File: src/hdl/isf_pkg.sv
// shared constants, types and codes for the interval selection block
`default_nettype none

package isf_pkg;

    localparam int TIME_BITS = 10;
    localparam int TIME_VALUES = 1 << TIME_BITS;
    localparam int IDX_W = TIME_BITS + 1;
    localparam int OUT_W = 7;
    localparam int MAX_INTERVALS_DEF = 64;
    localparam int S_TDATA_W = 24;
    localparam int M_TDATA_W = 16;

    typedef enum logic [3:0] {
        ST_INIT,
        ST_LOAD,
        ST_CNT_F,
        ST_CNT_B,
        ST_CNT_W,
        ST_PFX,
        ST_SC_F,
        ST_SC_B,
        ST_SC_W,
        ST_WP_F,
        ST_WP_W,
        ST_SN_O,
        ST_SN_S,
        ST_SN_D,
        ST_EM_R,
        ST_EM_V
    } state_t;

    typedef enum logic [2:0] {
        BW_NONE,
        BW_ZERO_IDX,
        BW_PREFIX,
        BW_INC,
        BW_SCATTER,
        BW_ZERO_FIN
    } bkt_op_t;

    typedef struct packed {
        logic    load_en;
        logic    idx_clr;
        logic    idx_inc;
        logic    fin_rd;
        logic    bkt_rd_idx;
        logic    bkt_rd_fin;
        bkt_op_t bkt_op;
        logic    ord_rd;
        logic    pair_rd;
        logic    keep_test;
        logic    emit_rd;
        logic    run_clr;
        logic    kept_clr;
        logic    n_clr;
    } cmd_t;

    typedef struct packed {
        logic idx_zero;
        logic idx_time_last;
        logic idx_time_end;
        logic idx_n_last;
        logic idx_kept_last;
    } status_t;

endpackage

`default_nettype wire

File: src/hdl/isf_ctrl.sv
// sequencer for the reset clear and the load, count, prefix, scatter, wipe, scan and emit passes
`default_nettype none

module isf_ctrl
(
    input  wire logic            clk,
    input  wire logic            rst_n,
    input  wire logic            s_tvalid,
    input  wire logic            batch_end,
    input  wire logic            m_tready,
    input  wire isf_pkg::status_t status,
    output isf_pkg::cmd_t        cmd,
    output logic                 s_tready,
    output logic                 m_tvalid
);

    import isf_pkg::*;

    state_t state_reg;
    state_t state_next;

    always_ff @(posedge clk or negedge rst_n)
    begin
        if (!rst_n)
        begin
            state_reg <= ST_INIT;
        end
        else
        begin
            state_reg <= state_next;
        end
    end

    always_comb
    begin
        state_next = state_reg;
        cmd = '0;
        cmd.bkt_op = BW_NONE;
        s_tready = 1'b0;
        m_tvalid = 1'b0;
        unique case (state_reg)
            ST_INIT:
            begin
                cmd.bkt_op = BW_ZERO_IDX;
                if (status.idx_time_last)
                begin
                    cmd.idx_clr = 1'b1;
                    state_next = ST_LOAD;
                end
                else
                begin
                    cmd.idx_inc = 1'b1;
                end
            end
            ST_LOAD:
            begin
                s_tready = 1'b1;
                if (s_tvalid)
                begin
                    cmd.load_en = 1'b1;
                    if (batch_end)
                    begin
                        cmd.idx_clr = 1'b1;
                        state_next = ST_CNT_F;
                    end
                end
            end
            ST_CNT_F:
            begin
                cmd.fin_rd = 1'b1;
                state_next = ST_CNT_B;
            end
            ST_CNT_B:
            begin
                cmd.bkt_rd_fin = 1'b1;
                state_next = ST_CNT_W;
            end
            ST_CNT_W:
            begin
                cmd.bkt_op = BW_INC;
                if (status.idx_n_last)
                begin
                    cmd.idx_clr = 1'b1;
                    cmd.run_clr = 1'b1;
                    state_next = ST_PFX;
                end
                else
                begin
                    cmd.idx_inc = 1'b1;
                    state_next = ST_CNT_F;
                end
            end
            ST_PFX:
            begin
                cmd.bkt_rd_idx = 1'b1;
                if (!status.idx_zero)
                begin
                    cmd.bkt_op = BW_PREFIX;
                end
                if (status.idx_time_end)
                begin
                    cmd.idx_clr = 1'b1;
                    state_next = ST_SC_F;
                end
                else
                begin
                    cmd.idx_inc = 1'b1;
                end
            end
            ST_SC_F:
            begin
                cmd.fin_rd = 1'b1;
                state_next = ST_SC_B;
            end
            ST_SC_B:
            begin
                cmd.bkt_rd_fin = 1'b1;
                state_next = ST_SC_W;
            end
            ST_SC_W:
            begin
                cmd.bkt_op = BW_SCATTER;
                if (status.idx_n_last)
                begin
                    cmd.idx_clr = 1'b1;
                    state_next = ST_WP_F;
                end
                else
                begin
                    cmd.idx_inc = 1'b1;
                    state_next = ST_SC_F;
                end
            end
            ST_WP_F:
            begin
                cmd.fin_rd = 1'b1;
                state_next = ST_WP_W;
            end
            ST_WP_W:
            begin
                cmd.bkt_op = BW_ZERO_FIN;
                if (status.idx_n_last)
                begin
                    cmd.idx_clr = 1'b1;
                    cmd.kept_clr = 1'b1;
                    state_next = ST_SN_O;
                end
                else
                begin
                    cmd.idx_inc = 1'b1;
                    state_next = ST_WP_F;
                end
            end
            ST_SN_O:
            begin
                cmd.ord_rd = 1'b1;
                state_next = ST_SN_S;
            end
            ST_SN_S:
            begin
                cmd.pair_rd = 1'b1;
                state_next = ST_SN_D;
            end
            ST_SN_D:
            begin
                cmd.keep_test = 1'b1;
                if (status.idx_n_last)
                begin
                    cmd.idx_clr = 1'b1;
                    state_next = ST_EM_R;
                end
                else
                begin
                    cmd.idx_inc = 1'b1;
                    state_next = ST_SN_O;
                end
            end
            ST_EM_R:
            begin
                cmd.emit_rd = 1'b1;
                state_next = ST_EM_V;
            end
            ST_EM_V:
            begin
                m_tvalid = 1'b1;
                if (m_tready)
                begin
                    if (status.idx_kept_last)
                    begin
                        cmd.idx_clr = 1'b1;
                        cmd.n_clr = 1'b1;
                        state_next = ST_LOAD;
                    end
                    else
                    begin
                        cmd.idx_inc = 1'b1;
                        state_next = ST_EM_R;
                    end
                end
            end
            default:
            begin
                state_next = ST_INIT;
            end
        endcase
    end

endmodule

`default_nettype wire

File: config.mk
export PLATFORM = sky130hd
export DESIGN_NAME = isf_ctrl
export DESIGN_NICKNAME = d
export VERILOG_FILES = /design/src/hdl/isf_pkg.sv /design/src/hdl/isf_ctrl.sv
export SDC_FILE = /design/constraint.sdc
export NUM_CORES = 1
export LEC_CHECK = 0
export BUFFER_PORTS_ARGS = -buffer_cell sky130_fd_sc_hd__buf_2
export CORE_MARGIN = 2
export CORE_UTILIZATION = 45
export DETAILED_ROUTE_END_ITERATION = 6
export PLACE_DENSITY = 0.82
export SYNTH_ARGS = -nofsm -noshare
export SYNTH_HDL_FRONTEND = slang
export SYNTH_SLANG_ARGS = --single-unit
File: constraint.sdc
create_clock -name clk -period 1.95 [get_ports clk]
set_input_delay 0.39 -clock clk [delete_from_list [all_inputs] [get_ports clk]]
set_output_delay 0.39 -clock clk [all_outputs]
set_load 0.01 [all_outputs]
* Word-level counts from Yosys, hierarchy flattened
Cells that the tools add are included.
Storage, ports and cells: output and inout bits 18, logic and storage cells 66, flip-flop bits (word level) 4
Cells by class: reduce and logical (&&, ||, !) cells 5, muxes and demuxes 40, eq/ne operators 20
Operators with widths (count):
- $pmux 4 s16 | 1
- $eq 4x4->1 const B | 8
- $mux 4 | 7
- $mux 1 | 23
- $eq 4x3->1 const B | 4
- $pmux 3 s5 | 1
- $ne 2x2->1 const B | 5
- $eq 4x2->1 const B | 2
- $mux 2 | 4
- $mux 3 | 2
- $pmux 1 s5 | 1
- $reduce_and 5->1 | 1
- $eq 4x1->1 const B | 1
- $logic_not 4->1 | 1
- $pmux 1 s4 | 1
- $reduce_or 4->1 | 1
- $reduce_or 3->1 | 1
- $reduce_or 2->1 | 1

* Longest topological paths before layout
Gate-level depths: netlist (run 1).
word-level depth 3, mapped depth 6

* Worst setup path after synthesis (run 1)
OpenSTA, ideal clock, no wires.
path type register -> output, start point register state_reg[1], end point output port cmd[7] (netlist bit), arrival 1233 ps, cell stages (with the launch flop) 5, slack 327 ps, cells stage by stage dfrtp_1 buf_2 buf_2 mux2_1 nor2_1
RTL lines:
- start, declared | line isf_ctrl.sv:19 | state_t state_reg;
- start signal, assigned | line isf_ctrl.sv:30 | state_reg <= state_next;
- end, declared | line isf_ctrl.sv:12 | output isf_pkg::cmd_t cmd,

==> flow_summary_export.csv, run 1 <==
group,metric,value,unit
run_status,status,"complete, but fails checks",
run_status,violations,"negative setup slack",
die,dieWidth,41.3,um
die,fp.dieArea,1700,um^2
synth,synth-warning-count,0,
die,die_y,41.3,um
worst_setup_path,worst-path-buf-inv,1,
sta,setup_violations,1,
cts,cts_buffer_depth,2,
sta,finalCritPeriodShare,1.02,
worst_setup_path,path_type_of_the_worst_setup_path,"reg -> out",
sta,hold_violations,0,
placement,postPlaceCellArea,771,um^2
routing,wire_per_inst,15.5,um
sta,worstMarginPinSlew,0.469,ns
layout,areaGrowthSynthToFinish,45.8,%
sta,finClkSkew,0.0124,ns
cts,cts_root_buf,"sky130_fd_sc_hd__clkbuf_4",
sta,max_clock_freq,0.504,GHz
synth,synth.net_count,95,
global_route,antenna_found_initial,0,
routing,post_drt_via_cell_ratio,6.12,
routing,drc,0,
sta,timing_max_transition_violations_final,0,
worst_setup_path,timing.critical_path.slowest_cell_delay,0.39,ns
job,max_cap_violations,0,
placement,finalWeightedCongestion,0.936,
synth,synthTopCellsByArea,"sky130_fd_sc_hd__dfrtp_1 16%, sky130_fd_sc_hd__nor2_1 6.0%, sky130_fd_sc_hd__nand2_1 4.8%, sky130_fd_sc_hd__nor3_1 4.0%, sky130_fd_sc_hd__buf_6 3.6%",
global_route,grt_start_max_net_pins,20,
sta,fin_worst_hold_slack,0.464,ns
synth,synthDistinctLibCells,46,
synth,synth_top_cell_area_share,0.160,
cts,cts.htree.levels,1,
placement,number_of_placed_cells_counting_well_taps,125,
synth,syn_avg_cell_area,7.36,um^2
placement,port-buffer-count,27,
synth,synth_most_common_cell,"sky130_fd_sc_hd__nor2_1",
worst_setup_path,critPathTopFamily,"compound AO/OA/AOI/OAI gates",
worst_setup_path,worst-path-max-fanout,3,
worst_setup_path,setup.worst_path.end_class,"output pin",
global_route,grt-ovfl-total,0,
cts,numClockSinks,4,
cts,cts_tree,"done",
routing,detailroute.via_count,820,
sta,fin_crit,1.98,ns
routing,detail-route-antenna-nets,0,
layout,num_antenna_cells,0,
synth,ys_async_sr_fraction,1.00,
routing,drt_wl_total,2080,um
synth,syn_std_cell_area,626,um^2
sta,grt_setup_unrepaired,"true",
layout,utilization,0.701,
worst_setup_path,cpMaxStageDelayCell,"sky130_fd_sc_hd__dfrtp_1",
cts,clk_transition_reported_paths,0.05,ns
cts,cts_buffers,3,
synth,ys_ff_latch,4,
cts,clk-insertion-delay-late,0.26,ns
sta,slew_headroom,0.687,
synth,synth_enable_flop_cells,0,
pwr,power.ir.vdd_worst,0.796,mV
layout,final_layout_size_suffix_gt1_frac,0.479,
worst_setup_path,worst_ep_required_time,1.56,ns
placement,hpwlAfterDp,1300,um
sta,postLayoutSetupSlackWorst,-0.0328,ns
pwr,power.static_leakage,0.435,nW
layout,layout.cells.non_filler,134,
routing,dr.first_iter.drc_count,41,
hold_path,worst_min_delay_path_class,"in -> async",
global_route,grt_pass1_vias,643,
die,placementRows,13,
layout,layout.cell_area.non_filler,912,um^2
die,design.portCount,28,
die,floorplan.initialDensity,0.481,
pwr,power_density,1740,nW/um^2
synth,synth_ff_type,"sky130_fd_sc_hd__dfrtp_1",
synth,syn_inst,85,
synth,synth_sequential_area_ratio,0.160,
global_route,groute.usage.overall,0.267,
layout,largest_register_ff_count,4,
worst_setup_path,launching_element_type_of_the_critical_path,"register",
die,core-area,1300,um^2
synth,post-synth-top-area-cell,"sky130_fd_sc_hd__dfrtp_1",
worst_setup_path,timing.critical_path.cells,"or3_4, a211o_1, o221ai_2, buf_2",
global_route,grt_pass1_wl,2860,um
synth,post_synth_most_frequent_cells,"10 x sky130_fd_sc_hd__nor2_1, 8 x sky130_fd_sc_hd__nand2_1, 5 x sky130_fd_sc_hd__nor3_1",
worst_setup_path,cp.arrival,1.59,ns
layout,final_nets,131,
routing,drt_first_pass_iters,4,
==> cells by family (layout without fill, tap and decap cells) <==
family,after synthesis,after routing,share of synthesized area
multiplexers,3,3,0.0520
AND/OR/NAND/NOR,41,41,0.382
buffers and inverters,11,45,0.104
AO/OA/AOI/OAI,26,26,0.302
flip-flops,4,4,0.160
==> cells in the final DEF (no fill, tap or decap), drive strengths merged, types with 2 or more instances in the layout <==
cell and count:
a21o 2, nand3 2, inv 3, clkbuf 3, nand2b 3, nor2 11
nor3 6, nand3b 2, mux2 2, nand2 9, o21ai 5, buf 38
and3 2, a21oi 4, or3 2, dfrtp 4
==> cell type report <==
| class | instances | area, um^2 |
|---|---|---|
| Sequential cell | 4 | 101 |
| Clock buffer | 3 | 22.5 |
| Inverter | 3 | 11.3 |
| Timing Repair Buffer | 39 | 251 |
| Tap cell | 15 | 18.8 |
| Multi-Input combinational cell | 70 | 507 |
| Fill cell | 120 | 389 |
==> path summary, 6_finish.rpt <==
path | startpoint | endpoint | slack, ns | cells past startpoint
max | state_reg[0]$_DFFE_PN0P_ | cmd[13] | -0.03 | 4
min in group clk | m_tready | state_reg[3]$_DFFE_PN0P_ | 0.51 | 4
max in group asynchronous | rst_n | state_reg[1]$_DFFE_PN0P_ | 1.35 | 2
max reg2reg | state_reg[0]$_DFFE_PN0P_ | state_reg[2]$_DFFE_PN0P_ | 0.22 | 5
min | rst_n | state_reg[2]$_DFFE_PN0P_ | 0.46 | 2
min reg2reg | state_reg[2]$_DFFE_PN0P_ | state_reg[2]$_DFFE_PN0P_ | 0.78 | 2
==> stage by stage <==
step / setup TNS, ns / worst slack, ns / power, mW
floorplan: 0 / 0.327 / 0.960
global placement: 0 / 0.181 / 1.19
detailed placement: 0 / 0.178 / 1.21
CTS: -0.00508 / -0.00508 / 1.39
global route: -0.0619 / -0.0619 / 1.69
finish: -0.0328 / -0.0328 / 1.58
==> repair_timing <==
| action | 4_1_cts | 5_1_grt |
|---|---|---|
| gates resized for setup | 4 | 9 |
| endpoints found under the setup margin | 3 | 4 |
| cloned | 0 | 0 |
| hold endpoints to repair | 4 | 0 |
| pin swaps | 1 | 3 |
| setup buffers | 1 | 4 |
| hold buffers | 1 | 0 |
==> power breakdown <==
part,total (mW),switching (mW),internal (mW)
logic,1.28,0.674,0.601
clock network,0.119,0.0492,0.0699
registers,0.188,0.0600,0.128
==> per-layer routing <==
metal  GRT usage  vias up  part of all wire
met4       0.145        0             0.031
met1       0.318      367              0.39
li1            -      384                 -
met2       0.465       61              0.49
met5           0        -                 0
met3      0.0217        8             0.088
(Power assumes the default switching activity.)
==> run 2, diff against run 1 <==
==> constraint.sdc (replaced) <==
create_clock -name clk -period 1.95 [get_ports clk]
set_input_delay 0.2925 -clock clk [delete_from_list [all_inputs] [get_ports clk]]
set_output_delay 0.2925 -clock clk [all_outputs]
set_load 0.01 [all_outputs]
==> run 2 against run 1 <==
  * The flow now finishes without violations
  * Routed wire length fell by 12%
  * Power fell by 4.9%
  * Worst setup slack improved by 0.11 ns
  * Sequential power rose by 15%
  * Maximum frequency rose by 6.0%
  * Largest cell class unchanged
==> flow_summary_export.csv, run 2 (same netlist as run 1, synthesis figures left out) <==
group,metric,value,unit
routing,detail-route-antenna-nets,0,
cts,cts_tree,"done",
global_route,grt_pass1_vias,617,
sta,setup_violations,0,
pwr,totalPowerFinal,1.50,mW
placement,number_of_placed_cells_counting_well_taps,127,
global_route,grt_pass1_wl,2730,um
die,die_y,41.3,um
worst_setup_path,cp.arrival,1.58,ns
global_route,groute.usage.overall,0.245,
routing,detailroute.via_count,781,
routing,drc,0,
sta,fin_crit,1.87,ns
layout,num_antenna_cells,0,
global_route,antenna_found_initial,0,
pwr,combPwrFrac,0.784,
layout,multiInputGateArea,470,um^2
worst_setup_path,worst_r2r_path_depth,5,
die,core-area,1300,um^2
sta,fin_worst_hold_slack,0.380,ns
cts,cts.htree.levels,1,
sta,hold_violations,0,
pwr,power_density,1690,nW/um^2
layout,layout_commonest_cell,"sky130_fd_sc_hd__buf_2",
layout,sequential_cell_area,104,um^2
layout,mostFrequentLayoutCells,"27 x sky130_fd_sc_hd__buf_2, 13 x sky130_fd_sc_hd__buf_4, 10 x sky130_fd_sc_hd__nor2_1, 8 x sky130_fd_sc_hd__nand2_1, 5 x sky130_fd_sc_hd__nor3_1",
layout,final_nets,134,
pwr,switching_share,0.479,
worst_setup_path,setup.worst_path.end_class,"output pin",
pwr,clock_power_share,0.072,
global_route,grt-ovfl-total,0,
routing,top_signal_layer_used,"met4",
placement,port-buffer-count,27,
placement,finalWeightedCongestion,0.852,
die,placementRows,13,
worst_setup_path,regToRegEndpoint,"state_reg[2]$_DFFE_PN0P_",
routing,route.layer.met1.wl,820,um
cts,cts_buffer_depth,2,
hold_path,worst_min_delay_path_class,"in -> async",
pwr,p_switching,0.721,mW
die,design.portCount,28,
sta,finalCritPeriodShare,0.959,
sta,slew_headroom,0.729,
run_status,status,"finished, final reports clean",
layout,largest_register_ff_count,4,
worst_setup_path,worst_ep_required_time,1.66,ns
worst_setup_path,reg2reg_slack,0.16,ns
layout,areaGrowthSynthToFinish,42.2,%
cts,cts_root_buf,"sky130_fd_sc_hd__clkbuf_4",
placement,hpwlAfterDp,1330,um
sta,max_clock_freq,0.535,GHz
worst_setup_path,launching_element_type_of_the_critical_path,"register",
routing,drt_first_pass_iters,4,
routing,met3_wirelength,162,um
routing,dr.first_iter.drc_count,33,
sta,finClkSkew,0.00364,ns
routing,wire_per_inst,13.3,um
global_route,grt_start_max_net_pins,15,
die,dieWidth,41.3,um
cts,cts_buffers,3,
die,floorplan.initialDensity,0.481,
job,max_cap_violations,0,
routing,post_drt_via_cell_ratio,5.70,
sta,worstMarginPinSlew,0.401,ns
sta,timing_max_transition_violations_final,0,
cts,clk-insertion-delay-late,0.24,ns
routing,drt_wl_total,1830,um
sta,tns,0,ns
pwr,intPower,0.784,mW
layout,final_layout_size_suffix_gt1_frac,0.459,
sta,grt_setup_unrepaired,"false",
pwr,power.sequential.fraction,0.144,
routing,met2_length,820,um
worst_setup_path,worst-path-max-fanout,8,
layout,final.fill_count,120,
layout,layout.cells.non_filler,137,
pwr,power.ir.vdd_worst,0.811,mV
worst_setup_path,reg2reg_from,"state_reg[0]$_DFFE_PN0P_",
worst_setup_path,path_type_of_the_worst_setup_path,"reg -> out",
pwr,power.static_leakage,0.437,nW
die,fp.dieArea,1700,um^2
cts,clk_transition_reported_paths,0.04,ns
cts,numClockSinks,4,
==> run 2: metrics by stage <==
step                      instance area (um^2)  utilization  setup slack (ns)
after CTS                                  830        0.638           0.00305
after detailed placement                   786        0.604             0.206
after floorplan                            626            -             0.425
after global placement                     786        0.604             0.212
final                                      890        0.684            0.0792
after global routing                       890        0.684           0.00925
==> run 2: final cells by class <==
class,count,area share
multi-input combinational,70,0.529
timing repair buffer,42,0.295
sequential,4,0.117
clock buffer,3,0.0253
tap,15,0.0211
inverter,3,0.0127
==> run 2: layer usage <==
layer,vias up,track usage
li1,395,-
met1,342,0.314
met4,0,0.0565
met3,4,0.0326
met5,-,0
met2,40,0.430
==> run 2: timing repair <==
item,in CTS,in global routing
hold buffers,1,0
setup endpoints to repair,2,2
endpoints found under the hold margin,4,0
pin swaps,0,2
resized for setup,3,2
buffers inserted,1,5
cloned,0,0
==> run 2: critical path, stage by stage (launching register included) <==
cell	delay [ns]
sky130_fd_sc_hd__dfrtp_2	0.47
sky130_fd_sc_hd__or3_4	0.35
sky130_fd_sc_hd__a211o_1	0.28
sky130_fd_sc_hd__o221ai_1	0.07
sky130_fd_sc_hd__buf_2	0.16
==> run 2: power by group through the flow <==
stage	Clock [mW]	Sequential, mW	Combinational (mW)
floorplan	0	0.152	0.809
global placement	0	0.246	0.958
detailed placement	0	0.250	0.989
CTS	0.103	0.237	1.03
global route	0.112	0.223	1.30
finish	0.108	0.217	1.18
==> run 2: how the worst max path moves through the flow <==
stage	from	endpoint	slack [ns]	depth (start not counted)
floorplan	state_reg[1]$_DFFE_PN0P_	cmd[7]	0.42	4
global placement	state_reg[2]$_DFFE_PN0P_	cmd[13]	0.21	4
detailed placement	state_reg[3]$_DFFE_PN0P_	cmd[13]	0.21	5
CTS	state_reg[0]$_DFFE_PN0P_	cmd[13]	0.003	4
global route	state_reg[0]$_DFFE_PN0P_	cmd[14]	0.009	6
finish	state_reg[0]$_DFFE_PN0P_	cmd[13]	0.08	4
==> run 3, diff against run 2 <==
Settings changed: CTS_CLUSTER_SIZE set to 24.
Clock period 1.95 ns to 1.9 ns, I/O delays scaled along.
==> run 3 against run 2 <==
  * First-iteration DRC count is 3.0% lower
  * Hold slack better by 0.00085 ns
  * Power is 2.3% higher
  * Critical path depth is 1 higher
  * Flip-flop and latch count unchanged
  * Non-clock buffer count decreased by 1
  * Combinational power is 3% higher
  * Worst setup slack got worse by 0.0094 ns
  * Register-to-register slack about the same
  * Count of clock-buffer cells in the layout unchanged
  * Clock power decreased by 5%
==> flow_summary_export.csv, run 3 (same netlist as run 1, synthesis figures left out) <==
group,metric,value,unit
worst_setup_path,worst_ep_required_time,1.62,ns
job,max_cap_violations,0,
worst_setup_path,path_type_of_the_worst_setup_path,"reg -> out",
layout,layout_commonest_cell,"sky130_fd_sc_hd__buf_2",
layout,multiInputGateArea,487,um^2
global_route,grt_pass1_vias,586,
sta,postLayoutSetupSlackWorst,0.0698,ns
global_route,grt-ovfl-total,0,
placement,port-buffer-count,27,
global_route,grt_pass1_wl,2550,um
worst_setup_path,timing.critical_path.cells,"nand2b_2, nor3_1, a21oi_1, o221ai_1, buf_2",
cts,cts_tree,"done",
hold_path,worst_min_delay_path_class,"in -> reg",
placement,post-place-ws,0.191,ns
routing,dr.first_iter.drc_count,32,
worst_setup_path,reg2reg_from,"state_reg[3]$_DFFE_PN0P_",
worst_setup_path,cp.arrival,1.55,ns
pwr,power.sequential.fraction,0.141,
pwr,totalPowerFinal,1.54,mW
hold_path,launch_point_of_the_worst_hold_path,"m_tready",
layout,final_nets,133,
routing,detailroute.via_count,802,
sta,max_clock_freq,0.546,GHz
worst_setup_path,timing.critical_path.slowest_cell_delay,0.48,ns
routing,detail-route-antenna-nets,0,
layout,final_layout_size_suffix_gt1_frac,0.479,
sta,fin_crit,1.83,ns
die,fp.dieArea,1700,um^2
cts,cts.htree.levels,1,
sta,hold_violations,0,
routing,drt_first_pass_iters,4,
pwr,combPwrFrac,0.792,
worst_setup_path,setup.worst_path.end_class,"output pin",
pwr,power.ir.vdd_worst,0.828,mV
worst_setup_path,launching_element_type_of_the_critical_path,"register",
layout,sequential_cell_area,105,um^2
die,design.portCount,28,
cts,clk-insertion-delay-late,0.23,ns
routing,post_drt_via_cell_ratio,5.90,
pwr,power_density,1740,nW/um^2
die,core-area,1300,um^2
sta,finalCritPeriodShare,0.963,
layout,largest_register_ff_count,4,
global_route,grt_start_max_net_pins,13,
sta,setup_violations,0,
placement,postPlaceCellArea,786,um^2
worst_setup_path,reg2reg_slack,0.15,ns
routing,drc,0,
sta,tns,0,ns
layout,utilization,0.682,
placement,hpwlAfterDp,1330,um
cts,numClockSinks,4,
global_route,antenna_found_initial,0,
die,dieWidth,41.3,um
cts,cts_buffers,3,
cts,cts_buffer_depth,2,
pwr,switching_share,0.483,
sta,timing_max_transition_violations_final,0,
worst_setup_path,timing.critical_path.from,"state_reg[3]$_DFFE_PN0P_",
sta,worstMarginPinSlew,0.416,ns
pwr,clock_power_share,0.067,
cts,clk_transition_reported_paths,0.04,ns
cts,cts_root_buf,"sky130_fd_sc_hd__clkbuf_4",
sta,finClkSkew,0.00320,ns
pwr,intPower,0.796,mW
routing,drt_wl_total,1790,um
sta,slew_headroom,0.722,
die,floorplan.initialDensity,0.481,
layout,num_antenna_cells,0,
placement,finalWeightedCongestion,0.880,
layout,mostFrequentLayoutCells,"27 x sky130_fd_sc_hd__buf_2, 13 x sky130_fd_sc_hd__buf_4, 10 x sky130_fd_sc_hd__nor2_1, 8 x sky130_fd_sc_hd__nand2_1, 5 x sky130_fd_sc_hd__nor3_1",
routing,wire_per_inst,13.2,um
pwr,p_switching,0.744,mW
run_status,status,"finished, final reports clean",
layout,areaGrowthSynthToFinish,41.8,%
global_route,groute.usage.overall,0.223,
pwr,power.static_leakage,0.431,nW
worst_setup_path,cpMaxStageDelayCell,"sky130_fd_sc_hd__dfrtp_2",
layout,final.fill_count,123,
worst_setup_path,worst-path-max-fanout,10,
die,placementRows,13,
die,die_y,41.3,um
layout,layout.cell_area.non_filler,887,um^2
run 3: area by class of cell:
cell class | count | share of cell area
Multi-Input combinational cell | 70 | 0.549
Timing Repair Buffer | 41 | 0.274
Sequential cell | 4 | 0.118
Clock buffer | 3 | 0.0254
Tap cell | 15 | 0.0212
Inverter | 3 | 0.0127
run 3: worst paths after layout:
kind,to,cells after the start
max,cmd[13],5
min reg2reg,state_reg[0]$_DFFE_PN0P_,3
min,state_reg[3]$_DFFE_PN0P_,4
max reg2reg,state_reg[2]$_DFFE_PN0P_,5
min in group asynchronous,state_reg[3]$_DFFE_PN0P_,2
max in group asynchronous,state_reg[1]$_DFFE_PN0P_,2
run 3: power by group through the flow:
stage | sequential (mW) | combinational [mW] | clock, mW
CTS | 0.235 | 1.06 | 0.104
finish | 0.218 | 1.22 | 0.103
detailed placement | 0.229 | 1.04 | 0
global placement | 0.225 | 1.03 | 0
global route | 0.227 | 1.33 | 0.114
floorplan | 0.156 | 0.830 | 0
run 3: layer usage:
layer	GRT usage	part of all wire	vias to the layer above
li1	-	-	391
met1	0.302	0.42	365
met2	0.379	0.47	44
met3	0.0163	0.093	2
met4	0.0565	0.0095	0
met5	0	0	-
run 3: critical path, delay by kind of cell, from the launching register on:
kind	cells	cell delay [ns]
buf+inv	1	0.16
flops	1	0.48
compound gates	2	0.27
simple gates	2	0.41
run 3: metrics by stage:
stage,std cells,hold slack (ns)
final,136,0.381
after global routing,136,0.403
after CTS,131,0.384
after detailed placement,127,0.0917
after global placement,127,0.0909
after floorplan,85,-0.0106
run 3: what timing repair did:
action                     CTS  global route
pin swaps                    1             0
setup buffers                0             5
hold buffers                 1             0
setup endpoints to repair    2             4
gates resized for setup      3             6
hold endpoints to repair     4             0
